==> config.mk <==
export PLATFORM = sky130hd
export DESIGN_NAME = lru_cache_key_tracker
export DESIGN_NICKNAME = d
export VERILOG_FILES = /design/src/hdl/lct_pkg.sv /design/src/hdl/lct_ram.sv /design/src/hdl/lct_csr.sv /design/src/hdl/lru_cache_key_tracker.sv
export SDC_FILE = /design/constraint.sdc
export NUM_CORES = 2
export LEC_CHECK = 0
export ABC_AREA = 1
export ABC_CLOCK_PERIOD_IN_PS = 29400
export BUFFER_PORTS_ARGS = -buffer_cell sky130_fd_sc_hd__clkbuf_2
export CAP_MARGIN = 15
export CELL_PAD_IN_SITES_DETAIL_PLACEMENT = 0
export CELL_PAD_IN_SITES_GLOBAL_PLACEMENT = 1
export CORE_MARGIN = 3
export CORE_UTILIZATION = 58
export CTS_BUF_LIST = sky130_fd_sc_hd__clkbuf_8
export DETAILED_ROUTE_END_ITERATION = 10
export PLACE_DENSITY_LB_ADDON = 0.1
export SLEW_MARGIN = 40
export SYNTH_ARGS = -nofsm -noshare
export SYNTH_HDL_FRONTEND = slang
export SYNTH_SLANG_ARGS = --single-unit
==> constraint.sdc <==
create_clock -name clock -period 29.4 [get_ports clock]
set_clock_uncertainty 0.2 [all_clocks]
set_input_delay 5.88 -clock clock [delete_from_list [all_inputs] [get_ports clock]]
set_output_delay 5.88 -clock clock [all_outputs]
set_load 0.02 [all_outputs]
==> src/hdl/lct_pkg.sv <==
// Shared constants and types for the LRU cache key tracker.
// No dependencies; lct_csr and the top level import this package.
package lct_pkg;

   // Build-time defaults handed to the top-level parameters
   localparam int DEF_MAX_ENTRIES = 64;
   localparam int DEF_KEY_BITS    = 32;

   // Fixed widths of the register and the result counters
   localparam int CAP_W   = 7;
   localparam int TOTAL_W = 32;

   // Capacity after reset
   localparam logic [CAP_W-1:0] CAP_RESET = 7'd64;

   // Configuration port geometry: one 32-bit register per word
   localparam int CSR_ADDR_W = 3;
   localparam int CSR_DATA_W = 32;

   typedef logic [CSR_ADDR_W-3:0] reg_idx_type;

   // Register indexes
   localparam reg_idx_type REG_CAPACITY = reg_idx_type'(0);

endpackage

==> src/hdl/lct_ram.sv <==
// Generic single-write, single-read synchronous RAM with registered read data.
// No dependencies; used for the key store and the recency rank store.
module lct_ram #(
   parameter int WIDTH = 32,
   parameter int DEPTH = 64
) (
   input  logic                     clock,
   input  logic                     wr_en,
   input  logic [$clog2(DEPTH)-1:0] wr_addr,
   input  logic [WIDTH-1:0]         wr_data,
   input  logic                     rd_en,
   input  logic [$clog2(DEPTH)-1:0] rd_addr,
   output logic [WIDTH-1:0]         rd_data
);

   logic [WIDTH-1:0] mem_ff [DEPTH];
   logic [WIDTH-1:0] rd_data_ff;

   // Write port
   always_ff @(posedge clock) begin
      if (wr_en) begin
         mem_ff[wr_addr] <= wr_data;
      end
   end

   // Registered read port
   always_ff @(posedge clock) begin
      if (rd_en) begin
         rd_data_ff <= mem_ff[rd_addr];
      end
   end

   assign rd_data = rd_data_ff;

endmodule

==> src/hdl/lct_csr.sv <==
// APB-style configuration register block: holds the capacity register.
// Depends on lct_pkg for register widths, address map and reset value.
module lct_csr (
   input  logic                             clock,
   input  logic                             reset,
   input  logic                             psel,
   input  logic                             penable,
   input  logic                             pwrite,
   input  logic [lct_pkg::CSR_ADDR_W-1:0]   paddr,
   input  logic [lct_pkg::CSR_DATA_W-1:0]   pwdata,
   output logic [lct_pkg::CSR_DATA_W-1:0]   prdata,
   output logic                             pready,
   output logic [lct_pkg::CAP_W-1:0]        capacity
);
   import lct_pkg::*;

   logic [CAP_W-1:0] cap_ff;
   logic [CAP_W-1:0] cap_in;
   reg_idx_type      reg_idx;
   logic             wr_strobe;

   assign reg_idx   = paddr[CSR_ADDR_W-1:2];
   assign wr_strobe = psel & penable & pwrite;
   assign pready    = 1'b1;

   // Decode register index for reads and writes
   always_comb begin
      cap_in = cap_ff;
      prdata = '0;
      unique case (reg_idx)
         REG_CAPACITY: begin
            prdata = CSR_DATA_W'(cap_ff);
            if (wr_strobe) begin
               cap_in = pwdata[CAP_W-1:0];
            end
         end
         default: begin
            prdata = '0;
         end
      endcase
   end

   // Hold the register
   always_ff @(posedge clock) begin
      if (reset) begin
         cap_ff <= CAP_RESET;
      end else begin
         cap_ff <= cap_in;
      end
   end

   assign capacity = cap_ff;

endmodule

==> src/hdl/lru_cache_key_tracker.sv <==
// Fully associative LRU cache directory: keys and recency ranks live in two RAMs.
// Each request runs a key scan over the held slots, a decide step, then a rank rewrite pass.
// A new request is taken only after the last result, in the strobe cycle; no rsp stall.
// Reset (synchronous) empties the directory, clears both totals, sets capacity to 64;
// the RAMs need no clearing pass, since only slots below the fill level are read.
module lru_cache_key_tracker #(
   parameter int MAX_ENTRIES = lct_pkg::DEF_MAX_ENTRIES,
   parameter int KEY_BITS    = lct_pkg::DEF_KEY_BITS
) (
   input  logic                                clock,
   input  logic                                reset,
   // Request channel
   input  logic                                start,
   output logic                                busy,
   input  logic signed [KEY_BITS-1:0]          req_lookup_key,
   // Result channel
   output logic                                rsp_strobe,
   output logic                                rsp_hit,
   output logic                                rsp_evicted_valid,
   output logic signed [KEY_BITS-1:0]          rsp_evicted_key,
   output logic [lct_pkg::TOTAL_W-1:0]         rsp_hit_total,
   output logic [lct_pkg::TOTAL_W-1:0]         rsp_miss_total,
   output logic [$clog2(MAX_ENTRIES+1)-1:0]    rsp_fill_level,
   // Configuration port
   input  logic                                psel,
   input  logic                                penable,
   input  logic                                pwrite,
   input  logic [lct_pkg::CSR_ADDR_W-1:0]      paddr,
   input  logic [lct_pkg::CSR_DATA_W-1:0]      pwdata,
   output logic [lct_pkg::CSR_DATA_W-1:0]      prdata,
   output logic                                pready
);
   import lct_pkg::*;

   localparam int IDX_W  = $clog2(MAX_ENTRIES);
   localparam int RANK_W = IDX_W;
   localparam int CNT_W  = $clog2(MAX_ENTRIES + 1);
   localparam int CMP_W  = (CNT_W > CAP_W) ? CNT_W : CAP_W;

   typedef enum logic [1:0] {
      ST_IDLE,
      ST_SCAN,
      ST_DECIDE,
      ST_UPDATE
   } state_type;

   // Registers and next values
   state_type           state_ff, state_in;
   logic                busy_ff, busy_in;
   logic                strobe_ff, strobe_in;
   logic [KEY_BITS-1:0] key_ff, key_in;
   logic [CNT_W-1:0]    idx_ff, idx_in;
   logic                pend_ff, pend_in;
   logic [IDX_W-1:0]    pend_idx_ff, pend_idx_in;
   logic                found_ff, found_in;
   logic [IDX_W-1:0]    found_idx_ff, found_idx_in;
   logic [RANK_W-1:0]   found_rank_ff, found_rank_in;
   logic [IDX_W-1:0]    vict_idx_ff, vict_idx_in;
   logic [KEY_BITS-1:0] vict_key_ff, vict_key_in;
   logic [IDX_W-1:0]    target_ff, target_in;
   logic [RANK_W-1:0]   limit_ff, limit_in;
   logic                age_all_ff, age_all_in;
   logic [CNT_W-1:0]    upd_cnt_ff, upd_cnt_in;
   logic                hit_ff, hit_in;
   logic                ev_valid_ff, ev_valid_in;
   logic [KEY_BITS-1:0] ev_key_ff, ev_key_in;
   logic [CNT_W-1:0]    occ_ff, occ_in;
   logic [TOTAL_W-1:0]  hit_cnt_ff, hit_cnt_in;
   logic [TOTAL_W-1:0]  miss_cnt_ff, miss_cnt_in;

   // Memory ports
   logic                key_wr_en;
   logic [IDX_W-1:0]    key_wr_addr;
   logic [KEY_BITS-1:0] key_wr_data;
   logic                key_rd_en;
   logic [KEY_BITS-1:0] key_rd;
   logic                rank_wr_en;
   logic [IDX_W-1:0]    rank_wr_addr;
   logic [RANK_W-1:0]   rank_wr_data;
   logic                rank_rd_en;
   logic [RANK_W-1:0]   rank_rd;
   logic [IDX_W-1:0]    rd_addr;

   // Misc datapath
   logic [CAP_W-1:0]    capacity;
   logic [CMP_W-1:0]    cap_eff;
   logic                room;
   logic [CNT_W-1:0]    occ_m1;
   logic [CNT_W-1:0]    pass_len;
   logic                issue;

   lct_csr u_csr (
      .clock    (clock),
      .reset    (reset),
      .psel     (psel),
      .penable  (penable),
      .pwrite   (pwrite),
      .paddr    (paddr),
      .pwdata   (pwdata),
      .prdata   (prdata),
      .pready   (pready),
      .capacity (capacity)
   );

   lct_ram #(.WIDTH(KEY_BITS), .DEPTH(MAX_ENTRIES)) u_key_ram (
      .clock   (clock),
      .wr_en   (key_wr_en),
      .wr_addr (key_wr_addr),
      .wr_data (key_wr_data),
      .rd_en   (key_rd_en),
      .rd_addr (rd_addr),
      .rd_data (key_rd)
   );

   lct_ram #(.WIDTH(RANK_W), .DEPTH(MAX_ENTRIES)) u_rank_ram (
      .clock   (clock),
      .wr_en   (rank_wr_en),
      .wr_addr (rank_wr_addr),
      .wr_data (rank_wr_data),
      .rd_en   (rank_rd_en),
      .rd_addr (rd_addr),
      .rd_data (rank_rd)
   );

   // Clamp capacity to 1..MAX_ENTRIES and check for a free slot
   always_comb begin
      if (capacity == '0) begin
         cap_eff = CMP_W'(1);
      end else if (CMP_W'(capacity) > CMP_W'(MAX_ENTRIES)) begin
         cap_eff = CMP_W'(MAX_ENTRIES);
      end else begin
         cap_eff = CMP_W'(capacity);
      end
   end

   assign room     = CMP_W'(occ_ff) < cap_eff;
   assign occ_m1   = occ_ff - CNT_W'(1);
   assign pass_len = (state_ff == ST_SCAN) ? occ_ff : upd_cnt_ff;
   assign issue    = idx_ff < pass_len;
   assign rd_addr  = idx_ff[IDX_W-1:0];

   // Next-state and datapath logic
   always_comb begin
      state_in      = state_ff;
      busy_in       = busy_ff;
      strobe_in     = 1'b0;
      key_in        = key_ff;
      idx_in        = idx_ff;
      pend_in       = pend_ff;
      pend_idx_in   = pend_idx_ff;
      found_in      = found_ff;
      found_idx_in  = found_idx_ff;
      found_rank_in = found_rank_ff;
      vict_idx_in   = vict_idx_ff;
      vict_key_in   = vict_key_ff;
      target_in     = target_ff;
      limit_in      = limit_ff;
      age_all_in    = age_all_ff;
      upd_cnt_in    = upd_cnt_ff;
      hit_in        = hit_ff;
      ev_valid_in   = ev_valid_ff;
      ev_key_in     = ev_key_ff;
      occ_in        = occ_ff;
      hit_cnt_in    = hit_cnt_ff;
      miss_cnt_in   = miss_cnt_ff;
      key_wr_en     = 1'b0;
      key_wr_addr   = target_ff;
      key_wr_data   = key_ff;
      key_rd_en     = 1'b0;
      rank_wr_en    = 1'b0;
      rank_wr_addr  = pend_idx_ff;
      rank_wr_data  = '0;
      rank_rd_en    = 1'b0;

      unique case (state_ff)
         // Take a new request
         ST_IDLE: begin
            if (start) begin
               key_in   = $unsigned(req_lookup_key);
               idx_in   = '0;
               pend_in  = 1'b0;
               found_in = 1'b0;
               busy_in  = 1'b1;
               state_in = ST_SCAN;
            end
         end

         // Read every held slot; look for the key and the least recent slot
         ST_SCAN: begin
            key_rd_en   = issue;
            rank_rd_en  = issue;
            pend_in     = issue;
            pend_idx_in = idx_ff[IDX_W-1:0];
            if (issue) begin
               idx_in = idx_ff + CNT_W'(1);
            end
            if (pend_ff) begin
               if (key_rd == key_ff) begin
                  found_in      = 1'b1;
                  found_idx_in  = pend_idx_ff;
                  found_rank_in = rank_rd;
               end
               if (rank_rd == occ_m1[RANK_W-1:0]) begin
                  vict_idx_in = pend_idx_ff;
                  vict_key_in = key_rd;
               end
            end
            if (!issue && !pend_ff) begin
               state_in = ST_DECIDE;
            end
         end

         // Pick hit, insert or evict; store the new key on a miss
         ST_DECIDE: begin
            idx_in   = '0;
            pend_in  = 1'b0;
            state_in = ST_UPDATE;
            if (found_ff) begin
               hit_in      = 1'b1;
               ev_valid_in = 1'b0;
               ev_key_in   = '0;
               hit_cnt_in  = (hit_cnt_ff == '1) ? hit_cnt_ff : hit_cnt_ff + TOTAL_W'(1);
               target_in   = found_idx_ff;
               limit_in    = found_rank_ff;
               age_all_in  = 1'b0;
               upd_cnt_in  = occ_ff;
            end else begin
               hit_in      = 1'b0;
               miss_cnt_in = (miss_cnt_ff == '1) ? miss_cnt_ff : miss_cnt_ff + TOTAL_W'(1);
               key_wr_en   = 1'b1;
               if (room) begin
                  ev_valid_in = 1'b0;
                  ev_key_in   = '0;
                  target_in   = occ_ff[IDX_W-1:0];
                  key_wr_addr = occ_ff[IDX_W-1:0];
                  limit_in    = '0;
                  age_all_in  = 1'b1;
                  upd_cnt_in  = occ_ff + CNT_W'(1);
                  occ_in      = occ_ff + CNT_W'(1);
               end else begin
                  ev_valid_in = 1'b1;
                  ev_key_in   = vict_key_ff;
                  target_in   = vict_idx_ff;
                  key_wr_addr = vict_idx_ff;
                  limit_in    = occ_m1[RANK_W-1:0];
                  age_all_in  = 1'b0;
                  upd_cnt_in  = occ_ff;
               end
            end
         end

         // Rewrite ranks: target goes to zero, younger slots age by one
         ST_UPDATE: begin
            rank_rd_en  = issue;
            pend_in     = issue;
            pend_idx_in = idx_ff[IDX_W-1:0];
            if (issue) begin
               idx_in = idx_ff + CNT_W'(1);
            end
            if (pend_ff) begin
               rank_wr_en = 1'b1;
               if (pend_idx_ff == target_ff) begin
                  rank_wr_data = '0;
               end else if (age_all_ff || (rank_rd < limit_ff)) begin
                  rank_wr_data = rank_rd + RANK_W'(1);
               end else begin
                  rank_wr_data = rank_rd;
               end
            end
            if (!issue && !pend_ff) begin
               busy_in   = 1'b0;
               strobe_in = 1'b1;
               state_in  = ST_IDLE;
            end
         end

         default: begin
            state_in = ST_IDLE;
         end
      endcase
   end

   // Hold state and registered outputs
   always_ff @(posedge clock) begin
      if (reset) begin
         state_ff    <= ST_IDLE;
         busy_ff     <= 1'b0;
         strobe_ff   <= 1'b0;
         idx_ff      <= '0;
         pend_ff     <= 1'b0;
         found_ff    <= 1'b0;
         occ_ff      <= '0;
         hit_cnt_ff  <= '0;
         miss_cnt_ff <= '0;
      end else begin
         state_ff      <= state_in;
         busy_ff       <= busy_in;
         strobe_ff     <= strobe_in;
         key_ff        <= key_in;
         idx_ff        <= idx_in;
         pend_ff       <= pend_in;
         pend_idx_ff   <= pend_idx_in;
         found_ff      <= found_in;
         found_idx_ff  <= found_idx_in;
         found_rank_ff <= found_rank_in;
         vict_idx_ff   <= vict_idx_in;
         vict_key_ff   <= vict_key_in;
         target_ff     <= target_in;
         limit_ff      <= limit_in;
         age_all_ff    <= age_all_in;
         upd_cnt_ff    <= upd_cnt_in;
         hit_ff        <= hit_in;
         ev_valid_ff   <= ev_valid_in;
         ev_key_ff     <= ev_key_in;
         occ_ff        <= occ_in;
         hit_cnt_ff    <= hit_cnt_in;
         miss_cnt_ff   <= miss_cnt_in;
      end
   end

   // Drive the ports
   assign busy              = busy_ff;
   assign rsp_strobe        = strobe_ff;
   assign rsp_hit           = hit_ff;
   assign rsp_evicted_valid = ev_valid_ff;
   assign rsp_evicted_key   = $signed(ev_key_ff);
   assign rsp_hit_total     = hit_cnt_ff;
   assign rsp_miss_total    = miss_cnt_ff;
   assign rsp_fill_level    = occ_ff;

   // Fill level never exceeds the directory size
   a_occ_bound: assert property (@(posedge clock) disable iff (reset)
      occ_ff <= CNT_W'(MAX_ENTRIES))
      else $error("fill level above directory size");

   // Rank read-modify-write never reads and writes the same slot in one cycle
   a_rank_no_overlap: assert property (@(posedge clock) disable iff (reset)
      (rank_wr_en && rank_rd_en) |-> (rank_wr_addr != rd_addr))
      else $error("rank write and read collide");

   // A result only follows the end of the rank rewrite pass
   a_strobe_source: assert property (@(posedge clock) disable iff (reset)
      strobe_ff |-> $past(state_ff == ST_UPDATE))
      else $error("result strobe outside rank update");

   // The key store is written only when deciding a miss
   a_key_write: assert property (@(posedge clock) disable iff (reset)
      key_wr_en |-> (state_ff == ST_DECIDE && !found_ff))
      else $error("key store written outside a miss");

endmodule
==> out/qor.yml <==
global_routing:
  grt_pass1_wl_um: 440000
  grt_pass1_vias: 67700
  grt-ovfl-total: 0
  antenna_found_initial: 15
  track_usage_pct: 31.1
  grt_max_degree: 194
logic_synthesis:
  synth_warnings: 0
  synth.top_cell.area_share_pct: 73.1
  synth-seq-area-share_pct: 74.8
  synthesis.area_um2: 107000
  synth_common_cells: "edfxtp_1, nor2_1, o21ai_0, nand2_1, clkbuf_1"
  synth_cell_types: 50
  ys_ff_latch: 2703
  synthCells: 8253
  synth_edf_count: 2612
  synth.most_common_cell: "edfxtp_1"
  syn_avg_cell_area_um2: 13.0
  synth_area_leaders: "edfxtp_1, o21ai_0, nor2_1"
  synthFlopType: "edfxtp_1"
  synthArstFlopShare_pct: 0
  yosys.area.top_type: "edfxtp_1"
critical_path:
  end_kind: "output pin"
  critPathMaxFanout: 8
  required_ns: 23.32
  critPathArrivalTime_ns: 6.32
  start_kind: "input port"
  crit_type: "in -> out"
sta:
  rsz0062_at_grt: "false"
  clock.fmax_ghz: 0.0806
  setup_violations: 0
  worstMarginPinSlew_ns: 0.926
  period_needed_ns: 12.40
  slew-limit-headroom_pct: 38.3
  drv_slew: 0
  hold_viol_final: 0
  fin_crit_sh_pct: 42.2
  fin_setup_tns_ns: 0
clock_tree:
  cts_max_level: 5
  cts_root_buffer: "clkbuf_8"
  clk_latency_ns: 1.07
  cts.reportedPaths.clkPinSlew_ns: 0.05
  ctsResizeCount: 0
  cts_setup_buffers: 0
  cts_buffers: 437
  cts_buffer_depth: 4
  hold_buffers: 0
  clock_sinks: 2703
  cts_tree: "done"
floorplanning:
  start_util_pct: 58.5
  floorplan.die_area_um2: 190000
  num_rows: 157
  dieHeight_um: 436
  ios: 213
  design.core.area_um2: 183000
  die_x_um: 436
routing:
  drtIter0Drc: 9147
  final_antenna_net_count: 0
  vias: 71200
  drc: 0
  viasPerCell: 6.31
  wl_um: 302000
  wl_per_cell_um: 26.8
  first_pass_iters: 7
pwr:
  powerDensity_nw_per_um2: 73.2
  p_leak_nw: 38.4
  p_total_mw: 8.70
  irDropWorstVdd_v: 0.0000555
run:
  drv_cap: 0
run_status:
  status: "finished clean"
finish:
  drive_gt1_share_pct: 11.4
  area_growth_pct: 10.7
  fin_nets: 8601
  fin_util_pct: 64.8
min_path:
  hold_path_class: "reg -> reg"
placed_design:
  io_buffers: 159
  routabilityCongestion: 0.880
  post-dp-hpwl_um: 168000
layout by cell type (no fill, tap or decap), types with 12 or more instances in the layout:
master | netlist | layout
o221ai_1 | 240 | 240
clkinv_2 | 0 | 41
nor2_4 | 1 | 70
nor2_1 | 1483 | 1414
xor2_1 | 40 | 40
xnor2_1 | 12 | 12
buf_4 | 40 | 175
a31oi_1 | 47 | 46
nor3_1 | 59 | 55
o22ai_1 | 375 | 375
a21oi_1 | 167 | 166
clkbuf_8 | 0 | 448
o21ai_0 | 1265 | 1265
o21ai_1 | 14 | 14
nand4_1 | 112 | 112
or2_2 | 12 | 12
ha_1 | 28 | 28
clkinv_1 | 4 | 104
buf_12 | 0 | 12
o211ai_1 | 68 | 68
dfxtp_1 | 91 | 86
edfxtp_1 | 2612 | 2612
a22o_1 | 21 | 21
nor4_1 | 13 | 13
inv_1 | 196 | 331
conb_1 | 2 | 26
nand3_2 | 12 | 14
clkbuf_2 | 0 | 159
nand3_1 | 229 | 227
nand2_1 | 517 | 517
through the flow:
step | cells | setup WS [ns] | hold slack [ns] | area (um^2)
6_report | 11300 | 17.00 | 0.277 | 119000
5_1_grt | 11300 | 16.91 | 0.297 | 119000
4_1_cts | 11300 | 17.00 | 0.277 | 119000
3_5_place_dp | 10500 | 17.00 | 0.267 | 111000
3_3_place_gp | 10500 | 17.00 | 0.267 | 111000
2_1_floorplan | 8277 | 16.09 | 0.203 | 107000
final timing paths:
path / cells after the start / slack, ns / startpoint / end
setup / recovery: 3 / 17.00 / paddr[2] / prdata[0]
hold / removal: 2 / 0.28 / busy / busy
setup reg to reg: 10 / 23.76 / idx_ff[0] / u_key_ram.rd_data[27]
hold reg to reg: 2 / 0.28 / busy / busy
critical path, stage by stage:
cell	delay, ns
clkbuf_2	0.14
nor2_1	0.12
clkbuf_2	0.17
per-layer routing:
metal	up-vias	share of wire (%)	global-route usage, %
met3	638	11	7.41
met2	3890	45	46.9
li1	31300	-	-
met5	-	0.0043	0
met1	35300	41	45.2
met4	2	2.9	10.1
state kept, by name, indices dropped and copies added (netlist names), 2 cells and up:
signal              cells
rsp_miss_total         32
idx_ff                  7
found_rank_ff           6
u_key_ram.mem_ff     2048
u_key_ram.rd_data      32
key_ff                 32
found_idx_ff            6
rsp_fill_level          7
state_ff                2
u_csr.capacity          7
pend_idx_ff             6
rsp_hit_total          32
u_rank_ram.rd_data      6
vict_idx_ff             6
rsp_evicted_key        32
vict_key_ff            32
upd_cnt_ff              7
limit_ff                6
u_rank_ram.mem_ff     384
target_ff               6
cells by family after synthesis:
group	synth area share [%]
fa+ha+maj	0.326
simple gates	9.50
flops	74.8
compound gates	12.0
xor+xnor	0.424
other cells	0.00700
buf+inv	3.01
power breakdown:
group          internal [mW]  leakage, nW  switching [mW]
logic                  0.331         10.3            1.03
clock network           1.47         4.40            1.41
registers               4.38         23.6          0.0716
cell type report:
class | count | area (um^2)
Antenna cell | 10 | 25.0
Clock buffer | 448 | 6170
Clock inverter | 293 | 1400
Fill cell | 13800 | 64600
Inverter | 208 | 825
Multi-Input combinational cell | 4794 | 24500
Sequential cell | 2703 | 80300
Tap cell | 2464 | 3080
Timing Repair Buffer | 356 | 2520
Note: power is estimated with default switching activity, not from simulation.
